File: src/sv/rlrc_pkg.sv
// Rectifier level relay controller: shared package.
// Holds widths, limits, register indexes, band and state codes, and the
// command/status structs between controller and datapath. No dependencies.
package rlrc_pkg;

  // Item field widths and averaging
  localparam int SAMPLE_BITS = 10;
  localparam int AVG_SAMPLES = 10;
  localparam int CFG_W       = 16;
  localparam int VOLTS_W     = 17;
  localparam int BAND_W      = 2;
  localparam int CFG_IDX_W   = 2;
  localparam int QCNT_W      = 3;
  localparam int DRIVE_W     = 5;

  // Scaling and qualification limits
  localparam int SCALE_MUL  = 100;
  localparam int LOW_VOLTS  = 100;
  localparam int LOW_LIMIT  = 5;
  localparam int BAND_LIMIT = 4;
  localparam int FLAG_LIMIT = 5;

  // Derived widths
  localparam int CNT_W  = $clog2(AVG_SAMPLES + 1);
  localparam int SUM_W  = $clog2(AVG_SAMPLES * ((1 << SAMPLE_BITS) - 1) + 1);
  localparam int PROD_W = SAMPLE_BITS + $clog2(SCALE_MUL);
  localparam int NUM_A  = (SUM_W > PROD_W) ? SUM_W : PROD_W;
  localparam int NUM_W  = (NUM_A > VOLTS_W) ? NUM_A : VOLTS_W;
  localparam int STEP_W = $clog2(NUM_W);

  localparam logic [NUM_W-1:0] VOLTS_MAX = NUM_W'((1 << VOLTS_W) - 1);

  // Configuration register indexes
  localparam logic [CFG_IDX_W-1:0] REG_VOLT_HIGH  = 2'd0;
  localparam logic [CFG_IDX_W-1:0] REG_VOLT_LOW   = 2'd1;
  localparam logic [CFG_IDX_W-1:0] REG_RECT_CALIB = 2'd2;

  // Configuration reset values
  localparam logic [CFG_W-1:0] VOLT_HIGH_RST  = 16'd128;
  localparam logic [CFG_W-1:0] VOLT_LOW_RST   = 16'd121;
  localparam logic [CFG_W-1:0] RECT_CALIB_RST = 16'd682;

  // Drive latch bit positions
  localparam int DRV_RELAY_ONE = 0;
  localparam int DRV_RELAY_TWO = 1;
  localparam int DRV_LAMP_ONE  = 2;
  localparam int DRV_LAMP_TWO  = 3;
  localparam int DRV_BOOST     = 4;

  typedef enum logic [BAND_W-1:0] {
    BAND_LOW    = 2'd0,
    BAND_UNDER1 = 2'd1,
    BAND_OVER1  = 2'd2,
    BAND_OVER2  = 2'd3
  } band_t;

  typedef enum logic [2:0] {
    ST_IDLE,
    ST_LOAD,
    ST_DIVIDE,
    ST_COMMIT,
    ST_EMIT
  } ctrl_state_t;

  // Controller to datapath
  typedef struct packed {
    logic capture;
    logic div_start;
    logic div_step;
    logic commit;
    logic emit;
  } dp_cmd_t;

  // Datapath to controller
  typedef struct packed {
    logic need_div;
  } dp_stat_t;

endpackage

File: src/sv/rectifier_level_relay_controller.sv
// Rectifier level relay controller: top level.
// A sample item that does not close the window, or a tick with a zero divisor, goes
// from load straight to commit and emit; any other tick or a window-closing sample
// first runs the 17-step restoring divider, one bit a cycle.
// Items are taken one at a time; the next item is taken while a result waits.
// Reset (synchronous, rst high) restores registers 128/121/682, clears sums, counts,
// flags and drives, and sets the band to over-voltage two.
module rectifier_level_relay_controller (
  input  logic                                  clk,
  input  logic                                  rst,
  input  logic                                  cfg_we,
  input  logic [rlrc_pkg::CFG_IDX_W-1:0]         cfg_index,
  input  logic [rlrc_pkg::CFG_W-1:0]             cfg_data,
  input  logic                                  item_valid,
  output logic                                  item_ready,
  input  logic                                  command,
  input  logic [rlrc_pkg::SAMPLE_BITS-1:0]       rect_sample,
  input  logic                                  mains_pin,
  input  logic                                  boost_pin,
  output logic                                  result_valid,
  input  logic                                  result_ready,
  output logic                                  relay_one,
  output logic                                  relay_two,
  output logic                                  lamp_one,
  output logic                                  lamp_two,
  output logic                                  boost_drive,
  output logic [rlrc_pkg::BAND_W-1:0]            band,
  output logic                                  mains_failed,
  output logic                                  boost_active,
  output logic [rlrc_pkg::VOLTS_W-1:0]           rect_volts
);
  import rlrc_pkg::*;

  dp_cmd_t  cmd;
  dp_stat_t stat;

  // Sequence the items
  rlrc_ctrl u_ctrl (
    .clk          (clk),
    .rst          (rst),
    .item_valid   (item_valid),
    .item_ready   (item_ready),
    .result_valid (result_valid),
    .result_ready (result_ready),
    .stat         (stat),
    .cmd          (cmd)
  );

  // Compute and hold the results
  rlrc_datapath u_datapath (
    .clk          (clk),
    .rst          (rst),
    .cfg_we       (cfg_we),
    .cfg_index    (cfg_index),
    .cfg_data     (cfg_data),
    .command      (command),
    .rect_sample  (rect_sample),
    .mains_pin    (mains_pin),
    .boost_pin    (boost_pin),
    .cmd          (cmd),
    .stat         (stat),
    .relay_one    (relay_one),
    .relay_two    (relay_two),
    .lamp_one     (lamp_one),
    .lamp_two     (lamp_two),
    .boost_drive  (boost_drive),
    .band         (band),
    .mains_failed (mains_failed),
    .boost_active (boost_active),
    .rect_volts   (rect_volts)
  );

endmodule

File: src/sv/rlrc_ctrl.sv
// Rectifier level relay controller: sequencing state machine.
// Drives the item handshake, the divider step count and the result slot.
// Depends on rlrc_pkg.
module rlrc_ctrl (
  input  logic              clk,
  input  logic              rst,
  input  logic              item_valid,
  output logic              item_ready,
  output logic              result_valid,
  input  logic              result_ready,
  input  rlrc_pkg::dp_stat_t stat,
  output rlrc_pkg::dp_cmd_t  cmd
);
  import rlrc_pkg::*;

  ctrl_state_t       state, state_next;
  logic [STEP_W-1:0] step_cnt, step_cnt_next;
  logic              result_valid_next;

  // Hold state, step count and result flag
  always_ff @(posedge clk) begin
    if (rst) begin
      state        <= ST_IDLE;
      step_cnt     <= '0;
      result_valid <= 1'b0;
    end else begin
      state        <= state_next;
      step_cnt     <= step_cnt_next;
      result_valid <= result_valid_next;
    end
  end

  // Advance through capture, divide, commit and emit
  always_comb begin
    state_next    = state;
    step_cnt_next = step_cnt;
    cmd           = '0;
    item_ready    = 1'b0;
    unique case (state)
      ST_IDLE: begin
        item_ready = 1'b1;
        if (item_valid) begin
          cmd.capture = 1'b1;
          state_next  = ST_LOAD;
        end
      end
      ST_LOAD: begin
        if (stat.need_div) begin
          cmd.div_start = 1'b1;
          step_cnt_next = STEP_W'(NUM_W - 1);
          state_next    = ST_DIVIDE;
        end else begin
          state_next = ST_COMMIT;
        end
      end
      ST_DIVIDE: begin
        cmd.div_step = 1'b1;
        if (step_cnt == '0) begin
          state_next = ST_COMMIT;
        end else begin
          step_cnt_next = step_cnt - 1'b1;
        end
      end
      ST_COMMIT: begin
        cmd.commit = 1'b1;
        state_next = ST_EMIT;
      end
      ST_EMIT: begin
        if (!result_valid || result_ready) begin
          cmd.emit   = 1'b1;
          state_next = ST_IDLE;
        end
      end
      default: begin
        state_next = ST_IDLE;
      end
    endcase
  end

  // Set the result flag on emit, drop it when taken
  always_comb begin
    if (cmd.emit) begin
      result_valid_next = 1'b1;
    end else if (result_ready) begin
      result_valid_next = 1'b0;
    end else begin
      result_valid_next = result_valid;
    end
  end

  a_accept_loads: assert property (@(posedge clk) disable iff (rst)
    item_valid && item_ready |=> state == ST_LOAD)
    else $error("accepted item did not move to load");

  a_div_ends: assert property (@(posedge clk) disable iff (rst)
    state == ST_DIVIDE && step_cnt == '0 |=> state == ST_COMMIT)
    else $error("divide did not end after last step");

  a_emit_slot_free: assert property (@(posedge clk) disable iff (rst)
    cmd.emit |-> !result_valid || result_ready)
    else $error("result overwritten before taken");

endmodule

File: src/sv/rlrc_datapath.sv
// Rectifier level relay controller: datapath.
// Holds config registers, sample averaging, the shared restoring divider,
// band qualification, flag counters, drive latches and the result register.
// Depends on rlrc_pkg.
module rlrc_datapath (
  input  logic                                  clk,
  input  logic                                  rst,
  input  logic                                  cfg_we,
  input  logic [rlrc_pkg::CFG_IDX_W-1:0]         cfg_index,
  input  logic [rlrc_pkg::CFG_W-1:0]             cfg_data,
  input  logic                                  command,
  input  logic [rlrc_pkg::SAMPLE_BITS-1:0]       rect_sample,
  input  logic                                  mains_pin,
  input  logic                                  boost_pin,
  input  rlrc_pkg::dp_cmd_t                      cmd,
  output rlrc_pkg::dp_stat_t                     stat,
  output logic                                  relay_one,
  output logic                                  relay_two,
  output logic                                  lamp_one,
  output logic                                  lamp_two,
  output logic                                  boost_drive,
  output logic [rlrc_pkg::BAND_W-1:0]            band,
  output logic                                  mains_failed,
  output logic                                  boost_active,
  output logic [rlrc_pkg::VOLTS_W-1:0]           rect_volts
);
  import rlrc_pkg::*;

  // Configuration
  logic [CFG_W-1:0] volt_high, volt_low, rect_calib;

  // Captured item
  logic                   cmd_q, mains_q, boost_q;
  logic [SAMPLE_BITS-1:0] sample_q;

  // Block state
  logic [CNT_W-1:0]       sample_count;
  logic [SUM_W-1:0]       sample_sum;
  logic [SAMPLE_BITS-1:0] sample_average;
  logic [VOLTS_W-1:0]     scaled_volts;
  band_t                  current_band;
  logic [QCNT_W-1:0]      band_cnt [4];
  logic [QCNT_W-1:0]      mains_count, boost_count;
  logic                   mains_flag, boost_flag;
  logic [DRIVE_W-1:0]     drive;

  // Divider
  logic [CFG_W-1:0]  divisor;
  logic [CFG_W-1:0]  rem;
  logic [NUM_W-1:0]  quo;
  logic [PROD_W-1:0] prod;
  logic [CFG_W:0]    trial;
  logic [CFG_W+1:0]  diff;
  logic              neg;

  // Tick results
  logic [VOLTS_W-1:0] scaled_next;
  band_t              sel;
  logic [QCNT_W-1:0]  lim;
  band_t              band_next;
  logic [DRIVE_W-1:0] drive_next;
  logic [QCNT_W:0]    mains_upd, boost_upd;

  // Saturating up/down counter with a flag at either end
  function automatic logic [QCNT_W:0] count_flag(input logic up,
                                                 input logic [QCNT_W-1:0] cnt,
                                                 input logic flag);
    logic [QCNT_W-1:0] c;
    logic              f;
    c = cnt;
    f = flag;
    if (up) begin
      if (cnt < QCNT_W'(FLAG_LIMIT)) c = cnt + 1'b1;
      else f = 1'b1;
    end else begin
      if (cnt != '0) c = cnt - 1'b1;
      else f = 1'b0;
    end
    return {c, f};
  endfunction

  // Divide only when a tick has a nonzero divisor or the sample window is full
  assign stat.need_div = cmd_q ? (rect_calib != '0)
                               : (sample_count == CNT_W'(AVG_SAMPLES));

  assign prod  = PROD_W'(sample_average) * PROD_W'(SCALE_MUL);
  assign trial = {rem, quo[NUM_W-1]};
  assign diff  = {1'b0, trial} - {2'b00, divisor};
  assign neg   = diff[CFG_W+1];

  // Write configuration registers
  always_ff @(posedge clk) begin
    if (rst) begin
      volt_high  <= VOLT_HIGH_RST;
      volt_low   <= VOLT_LOW_RST;
      rect_calib <= RECT_CALIB_RST;
    end else if (cfg_we) begin
      unique case (cfg_index)
        REG_VOLT_HIGH:  volt_high  <= cfg_data;
        REG_VOLT_LOW:   volt_low   <= cfg_data;
        REG_RECT_CALIB: rect_calib <= cfg_data;
        default: ;
      endcase
    end
  end

  // Capture the item and run the divider, one quotient bit per step
  always_ff @(posedge clk) begin
    if (cmd.capture) begin
      cmd_q    <= command;
      sample_q <= rect_sample;
      mains_q  <= mains_pin;
      boost_q  <= boost_pin;
    end
    if (cmd.div_start) begin
      rem     <= '0;
      quo     <= cmd_q ? NUM_W'(prod) : NUM_W'(sample_sum);
      divisor <= cmd_q ? rect_calib : CFG_W'(AVG_SAMPLES);
    end else if (cmd.div_step) begin
      rem <= neg ? trial[CFG_W-1:0] : diff[CFG_W-1:0];
      quo <= {quo[NUM_W-2:0], ~neg};
    end
  end

  // Scale, select band and work out drives and flags for a tick
  always_comb begin
    if (rect_calib == '0 || quo > VOLTS_MAX) begin
      scaled_next = VOLTS_MAX[VOLTS_W-1:0];
    end else begin
      scaled_next = quo[VOLTS_W-1:0];
    end

    priority if (scaled_next <= VOLTS_W'(LOW_VOLTS)) begin
      sel = BAND_LOW;
      lim = QCNT_W'(LOW_LIMIT);
    end else if (scaled_next < VOLTS_W'(volt_low)) begin
      sel = BAND_UNDER1;
      lim = QCNT_W'(BAND_LIMIT);
    end else if (scaled_next < VOLTS_W'(volt_high)) begin
      sel = BAND_OVER1;
      lim = QCNT_W'(BAND_LIMIT);
    end else begin
      sel = BAND_OVER2;
      lim = QCNT_W'(BAND_LIMIT);
    end

    band_next = (band_cnt[sel] < lim) ? current_band : sel;

    drive_next = '0;
    if (!mains_flag) begin
      unique case (band_next)
        BAND_LOW, BAND_UNDER1: begin
          drive_next[DRV_RELAY_ONE] = 1'b1;
          drive_next[DRV_RELAY_TWO] = 1'b1;
          drive_next[DRV_LAMP_ONE]  = 1'b1;
          drive_next[DRV_LAMP_TWO]  = 1'b1;
        end
        BAND_OVER1: begin
          drive_next[DRV_RELAY_ONE] = 1'b1;
          drive_next[DRV_LAMP_ONE]  = 1'b1;
        end
        default: ;
      endcase
      drive_next[DRV_BOOST] = boost_flag;
    end else begin
      drive_next[DRV_BOOST] = drive[DRV_BOOST];
    end

    mains_upd = count_flag(mains_q, mains_count, mains_flag);
    boost_upd = count_flag(~boost_q, boost_count, boost_flag);
  end

  // Commit sample or tick updates to the block state
  always_ff @(posedge clk) begin
    if (rst) begin
      sample_count   <= '0;
      sample_sum     <= '0;
      sample_average <= '0;
      scaled_volts   <= '0;
      current_band   <= BAND_OVER2;
      for (int i = 0; i < 4; i++) band_cnt[i] <= '0;
      mains_count    <= '0;
      mains_flag     <= 1'b0;
      boost_count    <= '0;
      boost_flag     <= 1'b0;
      drive          <= '0;
    end else if (cmd.commit) begin
      if (!cmd_q) begin
        if (sample_count < CNT_W'(AVG_SAMPLES)) begin
          sample_sum   <= sample_sum + SUM_W'(sample_q);
          sample_count <= sample_count + 1'b1;
        end else begin
          sample_average <= quo[SAMPLE_BITS-1:0];
          sample_sum     <= '0;
          sample_count   <= '0;
        end
      end else begin
        scaled_volts <= scaled_next;
        for (int i = 0; i < 4; i++) begin
          if (band_t'(i) != sel) begin
            band_cnt[i] <= '0;
          end else if (band_cnt[i] < lim) begin
            band_cnt[i] <= band_cnt[i] + 1'b1;
          end
        end
        current_band <= band_next;
        drive        <= drive_next;
        mains_count  <= mains_upd[QCNT_W:1];
        mains_flag   <= mains_upd[0];
        boost_count  <= boost_upd[QCNT_W:1];
        boost_flag   <= boost_upd[0];
      end
    end
  end

  // Load the result register
  always_ff @(posedge clk) begin
    if (cmd.emit) begin
      relay_one    <= drive[DRV_RELAY_ONE];
      relay_two    <= drive[DRV_RELAY_TWO];
      lamp_one     <= drive[DRV_LAMP_ONE];
      lamp_two     <= drive[DRV_LAMP_TWO];
      boost_drive  <= drive[DRV_BOOST];
      band         <= current_band;
      mains_failed <= mains_flag;
      boost_active <= boost_flag;
      rect_volts   <= scaled_volts;
    end
  end

  a_rem_below_divisor: assert property (@(posedge clk) disable iff (rst)
    cmd.div_step |-> rem < divisor)
    else $error("divider remainder not below divisor");

  a_low_count_bound: assert property (@(posedge clk) disable iff (rst)
    band_cnt[BAND_LOW] <= QCNT_W'(LOW_LIMIT))
    else $error("low band count past its limit");

  a_fail_clears_lamps: assert property (@(posedge clk) disable iff (rst)
    cmd.commit && cmd_q && mains_flag |=>
      drive[DRV_RELAY_ONE] == 1'b0 && drive[DRV_LAMP_ONE] == 1'b0)
    else $error("drives not cleared during mains failure");

endmodule

File: config.mk
export PLATFORM = sky130hd
export DESIGN_NAME = rectifier_level_relay_controller
export DESIGN_NICKNAME = d
export VERILOG_FILES = /design/src/sv/rlrc_pkg.sv /design/src/sv/rectifier_level_relay_controller.sv /design/src/sv/rlrc_ctrl.sv /design/src/sv/rlrc_datapath.sv
export SDC_FILE = /design/constraint.sdc
export NUM_CORES = 1
export LEC_CHECK = 0
export ABC_AREA = 1
export BUFFER_PORTS_ARGS = -buffer_cell sky130_fd_sc_hd__buf_4
export CAP_MARGIN = 20
export CORE_MARGIN = 8
export CORE_UTILIZATION = 62
export DETAILED_ROUTE_END_ITERATION = 8
export PLACE_DENSITY = 0.9
export SLEW_MARGIN = 10
export SYNTH_ARGS = -nofsm -noshare
export SYNTH_HDL_FRONTEND = slang
export SYNTH_SLANG_ARGS = --single-unit
export TNS_END_PERCENT = 30
File: constraint.sdc
create_clock -name clk -period 5.1 [get_ports clk]
set_clock_uncertainty 0.05 [all_clocks]
set_input_delay 1.02 -clock clk [delete_from_list [all_inputs] [get_ports clk]]
set_output_delay 1.02 -clock clk [all_outputs]
set_load 0.05 [all_outputs]
==> flow_summary.yaml <==
finish:
  num_antenna_cells: 0
  nNetsFinal: 1528
  fin_area_sq_um: 12600
  syn_to_final_growth_pct: 12.4
  drive_gt1_frac: 0.0991
timing:
  slew_viol_final: 0
  hold_slack_ps: 390
  finalHoldViolations: 0
  min_period_ps: 3890
  finalSetupViolations: 0
  post-route-period-util: 0.762
  setup-tns-final_ps: 0
  slew-limit-headroom: 0.452
  rsz0062_at_grt: "false"
  max_slew.worst_pin.slew_ps: 820
  fmax_ghz: 0.257
  setup_ws_ps: 1210
logic_synthesis:
  synth_edf_count: 82
  ys_types: 54
  async_flop_share: 0
  synth_nets: 1477
  synth_area_leaders: "dfxtp_1 23%, edfxtp_1 22%, ha_1 11%, nand2_1 7.2%, inv_1 7.1%"
  netlist_instances: 1336
  netlist.area_leader.share: 0.234
  synth_area_per_cell_sq_um: 8.39
  yosysMostFrequentCell: "nand2_1"
  yosys_warnings: 0
  ys_seq_area_frac: 0.454
  synth_area_sq_um: 11200
  yosys.area.top_type: "dfxtp_1"
  ys_top_cells_by_count: "216 x nand2_1, 211 x inv_1, 131 x dfxtp_1"
  synth_seq_cells: 213
  synth_flop_cell: "dfxtp_1"
clock_network:
  clk_pin_slew_ps: 60
  clk_path_buf_depth: 3
  htreeDepth: 1
  cts_made_buffers: 22
  cts_post_setup_buffers_inserted: 0
  root_buffer: "clkbuf_16"
  cts_sinks: 213
  ctsResizeCount: 0
  cts_tree: "done"
  clock_latency_ps: 510
  hold_buffers: 0
die:
  die_area_sq_um: 22600
  initial_utilization: 0.628
  ios: 64
  coreArea_sq_um: 17800
  fp-row-count: 49
  fp.dieH_microns: 150
  die_w_microns: 150
global_routing:
  antenna_found_initial: 0
  grt_pass1_wl_microns: 44900
  grt_use_total: 0.244
  gr-total-overflow: 0
  grt_max_degree: 52
  grt_pass1_vias: 9263
critical_path:
  critPathArrivalTime_ps: 4080
  cp_data_required_time_ps: 5290
  crit_fanout: 4
  critPathKind: "reg2reg"
  endpoint_kind: "flop"
  startpoint_type: "flop"
drt:
  first_iter_violations: 1013
  drc_errors: 0
  drtPass1Iterations: 6
  avgRoutedWirePerCell_microns: 17.0
  vias: 9498
  wl_microns: 27800
  via_per_inst: 5.82
  postRouteAntennaNets: 0
placement:
  placed_area_sq_um: 11800
  hpwl_microns: 19600
  portBuffers: 63
  place_congestion: 0.923
  dp_slack_ps: 1290
job:
  drv_cap: 0
outcome:
  status: "finished clean"
worst_hold_path:
  hp-class: "reg2reg"
pwr:
  power.density_nw_per_um2: 416
  ir_worst_vdd_uv: 329
  leakagePower_nw: 5.92
==> critical path: stages, from the launching register on <==
cell and delay (ps):
dfxtp_1 340, ha_1 310, ha_1 290, inv_1 50, fa_1 500, inv_1 50, ha_1 370, a21o_1 210
a31oi_1 200, nor2_1 90, o21ai_0 170, nand2_1 90, nand2_1 100, nand2_1 50, a21oi_1 170, nor2_1 80
nor2_1 80, nor2_1 40, nor2_1 110, xor2_1 160, o21ai_0 100
==> cells in the final DEF, fill, tap and decap left out, types with 3 or more instances in the layout <==
master and instances:
nand2_2 11, o211ai_1 24, clkinv_2 4, buf_4 69
or2_1 3, a211oi_1 4, clkbuf_1 4, o221ai_1 4
edfxtp_1 82, bufinv_16 4, nand4_1 9, or2_2 4
nor4_1 7, ha_1 96, dfxtp_1 131, nor2_1 118
xnor2_1 12, o22ai_1 9, o21ai_0 87, xor2_1 10
nor3_1 15, a22oi_1 3, nand2_1 216, clkbuf_16 23
a21oi_1 112, nand3b_1 4, nand3_1 56, clkinv_1 3
nor2_2 5, inv_1 210, o21ai_1 16, inv_2 5
a31oi_1 4, fa_1 9
==> power by group <==
part | leakage [nW] | switching (mW) | internal [mW] | total (mW)
clock | 0.371 | 0.680 | 1.03 | 1.71
combinational | 3.71 | 0.916 | 0.476 | 1.39
sequential | 1.84 | 0.140 | 2.00 | 2.14
total | 5.92 | 1.74 | 3.50 | 5.24
==> final timing paths <==
check	start	endpoint	slack, ps	cells past startpoint
worst max-delay path	u_datapath.sample_average[2]	u_datapath.quo[15]	1210	20
worst min-delay path	u_datapath.scaled_volts[13]	u_datapath.rect_volts[13]	390	0
worst max register to register	u_datapath.sample_average[2]	u_datapath.quo[15]	1210	20
worst min register to register	u_datapath.scaled_volts[13]	u_datapath.rect_volts[13]	390	0
==> metal layers <==
metal	vias to the layer above	routed length [microns]	GRT usage
met5	-	0	0
met3	100	2620	0.0472
met1	4358	11000	0.301
met4	0	1070	0.101
li1	4542	-	-
met2	498	13200	0.414
==> flip-flops by register name, indices dropped and copies added, names as in the netlist, 4 cells and up <==
signal                     count
u_ctrl.step_cnt                5
u_datapath.band_cnt           12
u_datapath.divisor            16
u_datapath.quo                17
u_datapath.rect_calib         16
u_datapath.rect_volts         17
u_datapath.rem                16
u_datapath.sample_average     10
u_datapath.sample_count        4
u_datapath.sample_q           10
u_datapath.sample_sum         14
u_datapath.scaled_volts       17
u_datapath.volt_high          16
u_datapath.volt_low           16
==> kinds of logic (layout without fill, tap and decap cells) <==
logic type / Yosys count / after routing / synth area share
DFF: 213 / 213 / 0.454
and+or+nand+nor: 456 / 456 / 0.174
buffers and inverters: 259 / 326 / 0.0899
xor gates and xnor gates: 22 / 22 / 0.0172
adders and majority gates: 105 / 105 / 0.123
AOI/OAI and AO/OA: 281 / 281 / 0.142
==> stage by stage <==
stage / power (mW) / std cells / utilization
6_report: 5.24 / 1632 / 0.706
5_1_grt: 5.51 / 1632 / 0.706
4_1_cts: 5.23 / 1631 / 0.706
3_5_place_dp: 3.51 / 1591 / 0.663
3_3_place_gp: 3.44 / 1591 / 0.663
2_1_floorplan: 3.16 / 1336 / -
==> layout make-up <==
cell class                      count  area, sq um
Multi-Input combinational cell    864         5130
Clock buffer                       27          591
Inverter                          217          815
Tap cell                          229          287
Timing Repair Buffer               69          518
Clock inverter                     13          174
Fill cell                        1269         5240
Sequential cell                   213         5080
(Power assumes the default switching activity.)
